==> src/rtl/cms_pkg.sv <==
// Package for the concatenating merge sorter: sizes and sequencer state type.
package cms_pkg;

	// Buffer depth and the widths that follow from it
	localparam int DEPTH = 64;
	localparam int DW    = 32;                   // value width
	localparam int AW    = $clog2(DEPTH);        // buffer address
	localparam int CW    = $clog2(DEPTH + 1);    // count up to DEPTH
	localparam int SW    = $clog2(3 * DEPTH + 1); // run bound sums, run width

	typedef enum logic [3:0] {
		ST_IDLE,
		ST_PASS,
		ST_RUN_START,
		ST_FETCH_I,
		ST_FETCH_J,
		ST_MERGE,
		ST_REFILL_A,
		ST_REFILL_B,
		ST_RUN_END,
		ST_EMIT_START,
		ST_EMIT
	} state_t;

endpackage

==> src/rtl/cms_ram.sv <==
// Generic single-write, single-read RAM with registered read data.
module cms_ram #(
	parameter int WIDTH = 32,
	parameter int DEPTH = 64
) (
	input  logic                     clk,
	input  logic                     we,
	input  logic [$clog2(DEPTH)-1:0] waddr,
	input  logic [WIDTH-1:0]         wdata,
	input  logic [$clog2(DEPTH)-1:0] raddr,
	output logic [WIDTH-1:0]         rdata
);

	logic [WIDTH-1:0] mem_q [DEPTH];

	// write port and registered read port
	always_ff @(posedge clk) begin
		if (we) begin
			mem_q[waddr] <= wdata;
		end
		rdata <= mem_q[raddr];
	end

endmodule

==> src/rtl/concat_merge_sort.sv <==
// Top level of the concatenating merge sorter: load, bottom-up merge passes, emission.
//
// Items are taken one per cycle while busy is low; each item lands in the buffer
// (64 entries) and items beyond that are dropped, which sets overflowed on every
// result of the set. The item with is_final high closes the set: busy then stays
// high while the set of n values is sorted and emitted. Sorting runs ceil(log2 n)
// bottom-up merge passes, ping-ponging between two single-port-read RAMs with one
// shared signed comparator; in each pass every value moved needs one RAM read and
// one compare/write step. Emission then presents one result per cycle, after a
// read lead-in step. Each result is shown for exactly one cycle with strobe high
// and cannot be held off; is_last marks the final value.
module concat_merge_sort (
	input  logic                         clk,
	input  logic                         arst_n,
	input  logic                         start,
	output logic                         busy,
	input  logic signed [cms_pkg::DW-1:0] value,
	input  logic                         is_final,
	output logic                         strobe,
	output logic signed [cms_pkg::DW-1:0] sorted_value,
	output logic                         is_last,
	output logic                         overflowed
);
	import cms_pkg::*;

	state_t state_q, state_nxt;

	logic [CW-1:0] fill_q;
	logic          ovf_q;
	logic          src_q;      // bank holding the current source data
	logic [SW-1:0] w_q;        // run width of this pass
	logic [CW-1:0] lo_q, mid_q, hi_q;
	logic [CW-1:0] i_q, j_q, k_q;
	logic signed [DW-1:0] a_q, b_q;

	logic          accept;
	logic          load_we;
	logic          merge_we;
	logic          take_a;
	logic [AW-1:0] rd_addr;
	logic [DW-1:0] rdata0, rdata1, rdata;
	logic [DW-1:0] wdata0, wdata1, merge_data;
	logic [AW-1:0] waddr0, waddr1;
	logic          we0, we1;
	logic [SW-1:0] lo_ext, n_ext, lo_w, lo_2w;
	logic [CW-1:0] mid_c, hi_c;

	assign busy   = (state_q != ST_IDLE);
	assign accept = start && !busy;
	assign load_we = accept && (fill_q < CW'(DEPTH));

	// Run bounds for the run starting at lo
	assign lo_ext = SW'(lo_q);
	assign n_ext  = SW'(fill_q);
	assign lo_w   = lo_ext + w_q;
	assign lo_2w  = lo_ext + (w_q << 1);
	assign mid_c  = (lo_w  < n_ext) ? CW'(lo_w)  : fill_q;
	assign hi_c   = (lo_2w < n_ext) ? CW'(lo_2w) : fill_q;

	// Shared comparator: take left if it remains and right is exhausted or larger
	assign take_a     = (i_q < mid_q) && ((j_q >= hi_q) || (a_q < b_q));
	assign merge_data = take_a ? a_q : b_q;
	assign rdata      = src_q ? rdata1 : rdata0;

	// Bank write steering: loads always fill bank 0, merges write the other bank
	assign we0    = load_we || (merge_we && src_q);
	assign we1    = merge_we && !src_q;
	assign waddr0 = load_we ? fill_q[AW-1:0] : k_q[AW-1:0];
	assign waddr1 = k_q[AW-1:0];
	assign wdata0 = load_we ? value : merge_data;
	assign wdata1 = merge_data;

	cms_ram #(.WIDTH(DW), .DEPTH(DEPTH)) u_bank0 (
		.clk   (clk),
		.we    (we0),
		.waddr (waddr0),
		.wdata (wdata0),
		.raddr (rd_addr),
		.rdata (rdata0)
	);

	cms_ram #(.WIDTH(DW), .DEPTH(DEPTH)) u_bank1 (
		.clk   (clk),
		.we    (we1),
		.waddr (waddr1),
		.wdata (wdata1),
		.raddr (rd_addr),
		.rdata (rdata1)
	);

	// State register
	always_ff @(posedge clk or negedge arst_n) begin
		if (!arst_n) begin
			state_q <= ST_IDLE;
		end else begin
			state_q <= state_nxt;
		end
	end

	// Next state, read address and merge write enable
	always_comb begin
		state_nxt = state_q;
		rd_addr   = '0;
		merge_we  = 1'b0;
		case (state_q)
			ST_IDLE: begin
				if (accept && is_final) begin
					state_nxt = ST_PASS;
				end
			end
			ST_PASS: begin
				state_nxt = (w_q < n_ext) ? ST_RUN_START : ST_EMIT_START;
			end
			ST_RUN_START: begin
				rd_addr   = lo_q[AW-1:0];
				state_nxt = ST_FETCH_I;
			end
			ST_FETCH_I: begin
				rd_addr   = j_q[AW-1:0];
				state_nxt = ST_FETCH_J;
			end
			ST_FETCH_J: begin
				state_nxt = ST_MERGE;
			end
			ST_MERGE: begin
				merge_we = 1'b1;
				if (take_a && (i_q + 1'b1 < mid_q)) begin
					rd_addr   = AW'(i_q + 1'b1);
					state_nxt = ST_REFILL_A;
				end else if (!take_a && (j_q + 1'b1 < hi_q)) begin
					rd_addr   = AW'(j_q + 1'b1);
					state_nxt = ST_REFILL_B;
				end else if (k_q + 1'b1 == hi_q) begin
					state_nxt = ST_RUN_END;
				end
			end
			ST_REFILL_A: begin
				state_nxt = ST_MERGE;
			end
			ST_REFILL_B: begin
				state_nxt = ST_MERGE;
			end
			ST_RUN_END: begin
				state_nxt = (lo_2w >= n_ext) ? ST_PASS : ST_RUN_START;
			end
			ST_EMIT_START: begin
				rd_addr   = '0;
				state_nxt = ST_EMIT;
			end
			ST_EMIT: begin
				rd_addr = AW'(k_q + 1'b1);
				if (k_q + 1'b1 == fill_q) begin
					state_nxt = ST_IDLE;
				end
			end
			default: begin
				state_nxt = ST_IDLE;
			end
		endcase
	end

	// Control counters and flags
	always_ff @(posedge clk or negedge arst_n) begin
		if (!arst_n) begin
			fill_q <= '0;
			ovf_q  <= 1'b0;
			src_q  <= 1'b0;
			strobe <= 1'b0;
		end else begin
			strobe <= (state_q == ST_EMIT);
			if (accept) begin
				if (load_we) begin
					fill_q <= fill_q + 1'b1;
				end else begin
					ovf_q <= 1'b1;
				end
				if (is_final) begin
					src_q <= 1'b0;
				end
			end
			if (state_q == ST_RUN_END && lo_2w >= n_ext) begin
				src_q <= !src_q;
			end
			if (state_q == ST_EMIT && k_q + 1'b1 == fill_q) begin
				fill_q <= '0;
				ovf_q  <= 1'b0;
			end
		end
	end

	// Merge indexes, head values and result payload
	always_ff @(posedge clk) begin
		case (state_q)
			ST_IDLE: begin
				w_q <= SW'(1);
			end
			ST_PASS: begin
				lo_q <= '0;
			end
			ST_RUN_START: begin
				mid_q <= mid_c;
				hi_q  <= hi_c;
				i_q   <= lo_q;
				j_q   <= mid_c;
				k_q   <= lo_q;
			end
			ST_FETCH_I: begin
				a_q <= rdata;
			end
			ST_FETCH_J: begin
				b_q <= rdata;
			end
			ST_MERGE: begin
				k_q <= k_q + 1'b1;
				if (take_a) begin
					i_q <= i_q + 1'b1;
				end else begin
					j_q <= j_q + 1'b1;
				end
			end
			ST_REFILL_A: begin
				a_q <= rdata;
			end
			ST_REFILL_B: begin
				b_q <= rdata;
			end
			ST_RUN_END: begin
				if (lo_2w >= n_ext) begin
					w_q <= w_q << 1;
				end else begin
					lo_q <= CW'(lo_2w);
				end
			end
			ST_EMIT_START: begin
				k_q <= '0;
			end
			ST_EMIT: begin
				k_q          <= k_q + 1'b1;
				sorted_value <= rdata;
				is_last      <= (k_q + 1'b1 == fill_q);
				overflowed   <= ovf_q;
			end
			default: begin
			end
		endcase
	end

	// Checks
	a_strobe_from_emit: assert property (@(posedge clk) disable iff (!arst_n)
		strobe |-> $past(state_q) == ST_EMIT)
		else $error("result strobe without emission step");

	a_fill_bound: assert property (@(posedge clk) disable iff (!arst_n)
		fill_q <= CW'(DEPTH))
		else $error("fill count beyond buffer depth");

	a_merge_in_run: assert property (@(posedge clk) disable iff (!arst_n)
		state_q == ST_MERGE |-> k_q < hi_q)
		else $error("merge write past end of run");

	a_last_ends_set: assert property (@(posedge clk) disable iff (!arst_n)
		strobe && is_last |=> !strobe)
		else $error("results continue after last item");

endmodule
==> config.mk <==
export PLATFORM = sky130hd
export DESIGN_NAME = concat_merge_sort
export DESIGN_NICKNAME = d
export VERILOG_FILES = /design/src/rtl/cms_pkg.sv /design/src/rtl/cms_ram.sv /design/src/rtl/concat_merge_sort.sv
export SDC_FILE = /design/constraint.sdc
export NUM_CORES = 2
export LEC_CHECK = 0
export BUFFER_PORTS_ARGS = -buffer_cell sky130_fd_sc_hd__buf_2
export CORE_ASPECT_RATIO = 2
export CORE_MARGIN = 2
export CORE_UTILIZATION = 30
export DETAILED_ROUTE_END_ITERATION = 6
export SYNTH_ARGS = -nofsm -noshare
export SYNTH_HDL_FRONTEND = slang
export SYNTH_SLANG_ARGS = --single-unit
export TNS_END_PERCENT = 50
==> constraint.sdc <==
create_clock -name clk -period 5.15 [get_ports clk]
set_clock_uncertainty 0.05 [all_clocks]
set_input_delay 0.2575 -clock clk [delete_from_list [all_inputs] [get_ports clk]]
set_output_delay 0.2575 -clock clk [all_outputs]
set_load 0.02 [all_outputs]
==> impl_metrics.csv <==
group,metric,value,unit
setup_path,worst_setup_path_start_kind,"flip-flop",
timing,tightestPinTransition,1400,ps
timing,rsz0062_at_grt,"true",
drt,remaining_drc_errors,8,
worst_hold_path,min_path_type,"input port to flip-flop",
finish,multi_input_area,39800,sq um
clock_network,clk_pin_slew,70,ps
timing,setup_ws,-23.4,ps
place,dp.cells,18034,
finish,final_cells,18764,
power_and_ir_drop,swShare,19.7,%
power_and_ir_drop,p_seq_share,58.0,%
finish,fin_area,201000,sq um
setup_path,cp_max_fo,17,
clock_network,cts_buffers,340,
die,die_w,537,um
grt,grt.total_usage,20.7,%
yosys,netlist_area,170000,sq um
yosys,syn_inst,10160,
grt,grt_pass1_wl,825,mm
timing,tns,-23.4,ps
setup_path,reg2reg_depth,16,
power_and_ir_drop,peakVddDrop,0.275,mV
grt,grt_pass1_vias,100757,
die,num_rows,391,
yosys,synth_fa_ha_area_share,0.692,%
die,num_io_pins,72,
timing,slew_headroom,6.46,%
yosys,ys_ff_latch,4321,
yosys,synth.distinct_cells,83,
yosys,synth_compound_area_share,6.23,%
setup_path,required,5930,ps
setup_path,endpoint,"u_bank1.rdata[17]",
setup_path,rr_endpoint,"u_bank1.rdata[17]",
die,initial_core_util,30.1,%
place,dp.final_hpwl,416,mm
drt,dr.pass1.iters,7,
timing,finalSetupViolations,1,
finish,drive_gt1_share,21.7,%
clock_network,clockBufferDepth,4,
power_and_ir_drop,intPower,52.5,mW
setup_path,rrSetupSlack,-20,ps
yosys,syn_area_per_cell,16.8,sq um
yosys,synthSimpleGateAreaFrac,6.96,%
yosys,synth_top_family_by_area,"multiplexers",
grt,grt_overflow,0,
clock_network,htreeDepth,5,
yosys,synth_flop_cell,"edfxtp_1",
finish,final_common_cell,"edfxtp_1",
die,core_area,566000,sq um
timing,hold_viol_final,0,
timing,slew_viol_final,0,
power_and_ir_drop,finalPower,65.4,mW
setup_path,r2r-start,"j_q[2]",
finish,fill_cells,52705,
place,io_buffers,71,
grt,grt_start_max_net_pins,84,
setup_path,end_kind,"flip-flop",
clock_network,clock-sinks,4321,
yosys,synthMuxAreaShare,8.16,%
drt,antenna_left,0,
clock_network,clock_latency,970,ps
run_status,violations,"DRC, setup timing",
place,place.gp.congestion,0.995,
finish,final_util,35.5,%
power_and_ir_drop,p_clk_share,41.9,%
drt,drt_iter0_markers,11668,
drt,wirelength,611,mm
finish,regArea,129000,sq um
finish,final_cell_mix,"edfxtp_1, nand2_1, buf_4",
grt,antenna_found_initial,71,
timing,fmax,0.193,GHz
power_and_ir_drop,power_leakage,51.5,nW
run,drv_cap,0,
die,die_area,574000,sq um
setup_path,worstPathArrival,5960,ps
power_and_ir_drop,comb_power_share,0,%
power_and_ir_drop,cellPowerDensity,325,nW/um^2
yosys,syn_nets,10289,
clock_network,cts-root-buf,"clkbuf_16",
run_status,outcome,"finished, violations left",
finish,nets,11065,
place,dpl_worst_slack,-588,ps
power_and_ir_drop,switchingPower,12.9,mW
finish,area_delta_synth_final,18.0,%
yosys,seq_area_frac_synth,75.8,%
drt,viasPerCell,5.46,
drt,wl_per_cell,32.5,um
die,die_h,1.07,mm
clock_network,cts_tree,"done",
yosys,yosys_warnings,0,
setup_path,critical_path_class,"flip-flop to flip-flop",
yosys,synth_edf_count,4243,
place,placedInstanceArea,189000,sq um
drt,via_count,102439,
timing,period_minus_slack,5170,ps
yosys,synth-async-reset-ratio,0.324,%
setup_path,cp-startpoint,"j_q[2]",
timing,period_share,100,%
yosys,yosys.area_share.xor_xnor,0.231,%
timing,whs,32.9,ps
==> repair_timing <==
| item | 4_1_cts | 5_1_grt |
|---|---|---|
| setup endpoints to repair | 16 | 36 |
| hold buffers | 9 | 0 |
| cloned | 0 | 0 |
| pin swaps | 2 | 5 |
| resized for setup | 20 | 22 |
| buffers inserted | 2 | 15 |
| endpoints found under the hold margin | 155 | 0 |
==> critical path: stages (launching register included) <==
cell and delay, ps:
edfxtp_1 430, and3_1 220, nand3_1 120, xnor2_1 170, ha_1 260, or3_1 460
o32a_1 330, nor2_1 170, o21ai_0 160, a211o_4 450, nand2_1 190, buf_4 500
a311oi_1 150, nor4_4 800, buf_4 260, a32oi_1 60, a32o_1 250
==> registers in the layout, indices dropped and copies added (netlist names), 7 cells and up <==
register and cells:
u_bank0.mem_q 2048, u_bank1.mem_q 2048, a_q 32, b_q 32, sorted_value 32, u_bank0.rdata 32
u_bank1.rdata 32, w_q 8, fill_q 7, hi_q 7, i_q 7, j_q 7
k_q 7, mid_q 7
==> synth_stat cells (9+ instances only) <==
master | number | area (sq um)
o211ai_1 | 77 | 578
buf_2 | 206 | 1030
o21ai_1 | 29 | 145
nand3_1 | 383 | 1920
o22ai_1 | 61 | 382
a21oi_1 | 154 | 771
a32oi_1 | 56 | 490
inv_1 | 63 | 236
a22o_1 | 18 | 158
mux4_2 | 482 | 10900
o31ai_1 | 10 | 75.1
o2111ai_1 | 17 | 149
o21a_1 | 9 | 67.6
nor2_1 | 302 | 1130
nand2_1 | 1560 | 5860
dfxtp_1 | 64 | 1280
mux2i_1 | 205 | 2050
nor4_1 | 26 | 163
a41oi_1 | 17 | 149
a21o_1 | 17 | 128
or3_1 | 10 | 62.6
a211oi_1 | 301 | 2260
buf_1 | 63 | 236
dfrtp_1 | 14 | 350
edfxtp_1 | 4243 | 127000
ha_1 | 91 | 1140
a22oi_1 | 51 | 383
buf_4 | 52 | 390
a221o_1 | 15 | 150
xor2_1 | 12 | 105
clkbuf_1 | 320 | 1200
a221oi_1 | 55 | 482
nand4_1 | 35 | 219
buf_6 | 21 | 236
o21ai_0 | 147 | 736
a311oi_1 | 157 | 1380
mux2_2 | 88 | 991
o221ai_1 | 10 | 87.6
and3_1 | 297 | 1860
nor3_1 | 44 | 220
xnor2_1 | 33 | 289
a31oi_1 | 195 | 1220
a32o_1 | 18 | 180
and2_1 | 20 | 125
==> logic make-up after synthesis <==
| logic type | count (synthesis) |
|---|---|
| XOR/XNOR | 45 |
| AND/OR/NAND/NOR | 2718 |
| adder cells (fa/ha/maj) | 93 |
| multiplexers | 775 |
| AO/OA/AOI/OAI | 1483 |
| buffers and inverters | 725 |
| flip-flops | 4321 |
==> final cells by class <==
type | count | area share (%)
Multi-Input combinational cell | 5114 | 19.8
Timing Repair Buffer | 1096 | 5.51
Clock inverter | 176 | 0.990
Clock buffer | 445 | 4.65
Antenna cell | 82 | 0.102
Inverter | 63 | 0.118
Sequential cell | 4321 | 64.2
Tap cell | 7467 | 4.65
==> worst min path at each step <==
stage                          from                    end  slack [ps]  cells past startpoint
final                     value[25]  u_bank0.mem_q[27][25]          30                      4
after global routing      value[17]  u_bank0.mem_q[52][17]          60                      3
after CTS                 value[17]  u_bank0.mem_q[52][17]          30                      3
after detailed placement     arst_n                 strobe         150                      1
after global placement       arst_n                 strobe         150                      1
after floorplan              arst_n              fill_q[0]         -90                      0
==> power by group through the flow <==
stage	clock network, mW	logic [mW]	registers [mW]
finish	27.4	0.0254	38.0
global route	28.7	0.0274	37.9
CTS	27.7	0.0259	38.0
detailed placement	0	0.0201	38.7
global placement	0	0.0201	38.7
floorplan	0	0.000188	38.7
==> layer usage <==
layer	up-vias	wire, um	global-route usage (%)
li1	41867	-	-
met1	53347	187000	20.1
met2	5389	317000	37.1
met3	1792	41300	3.37
met4	44	64600	18.8
met5	-	302	0
Power figures use the tool's default switching activity.
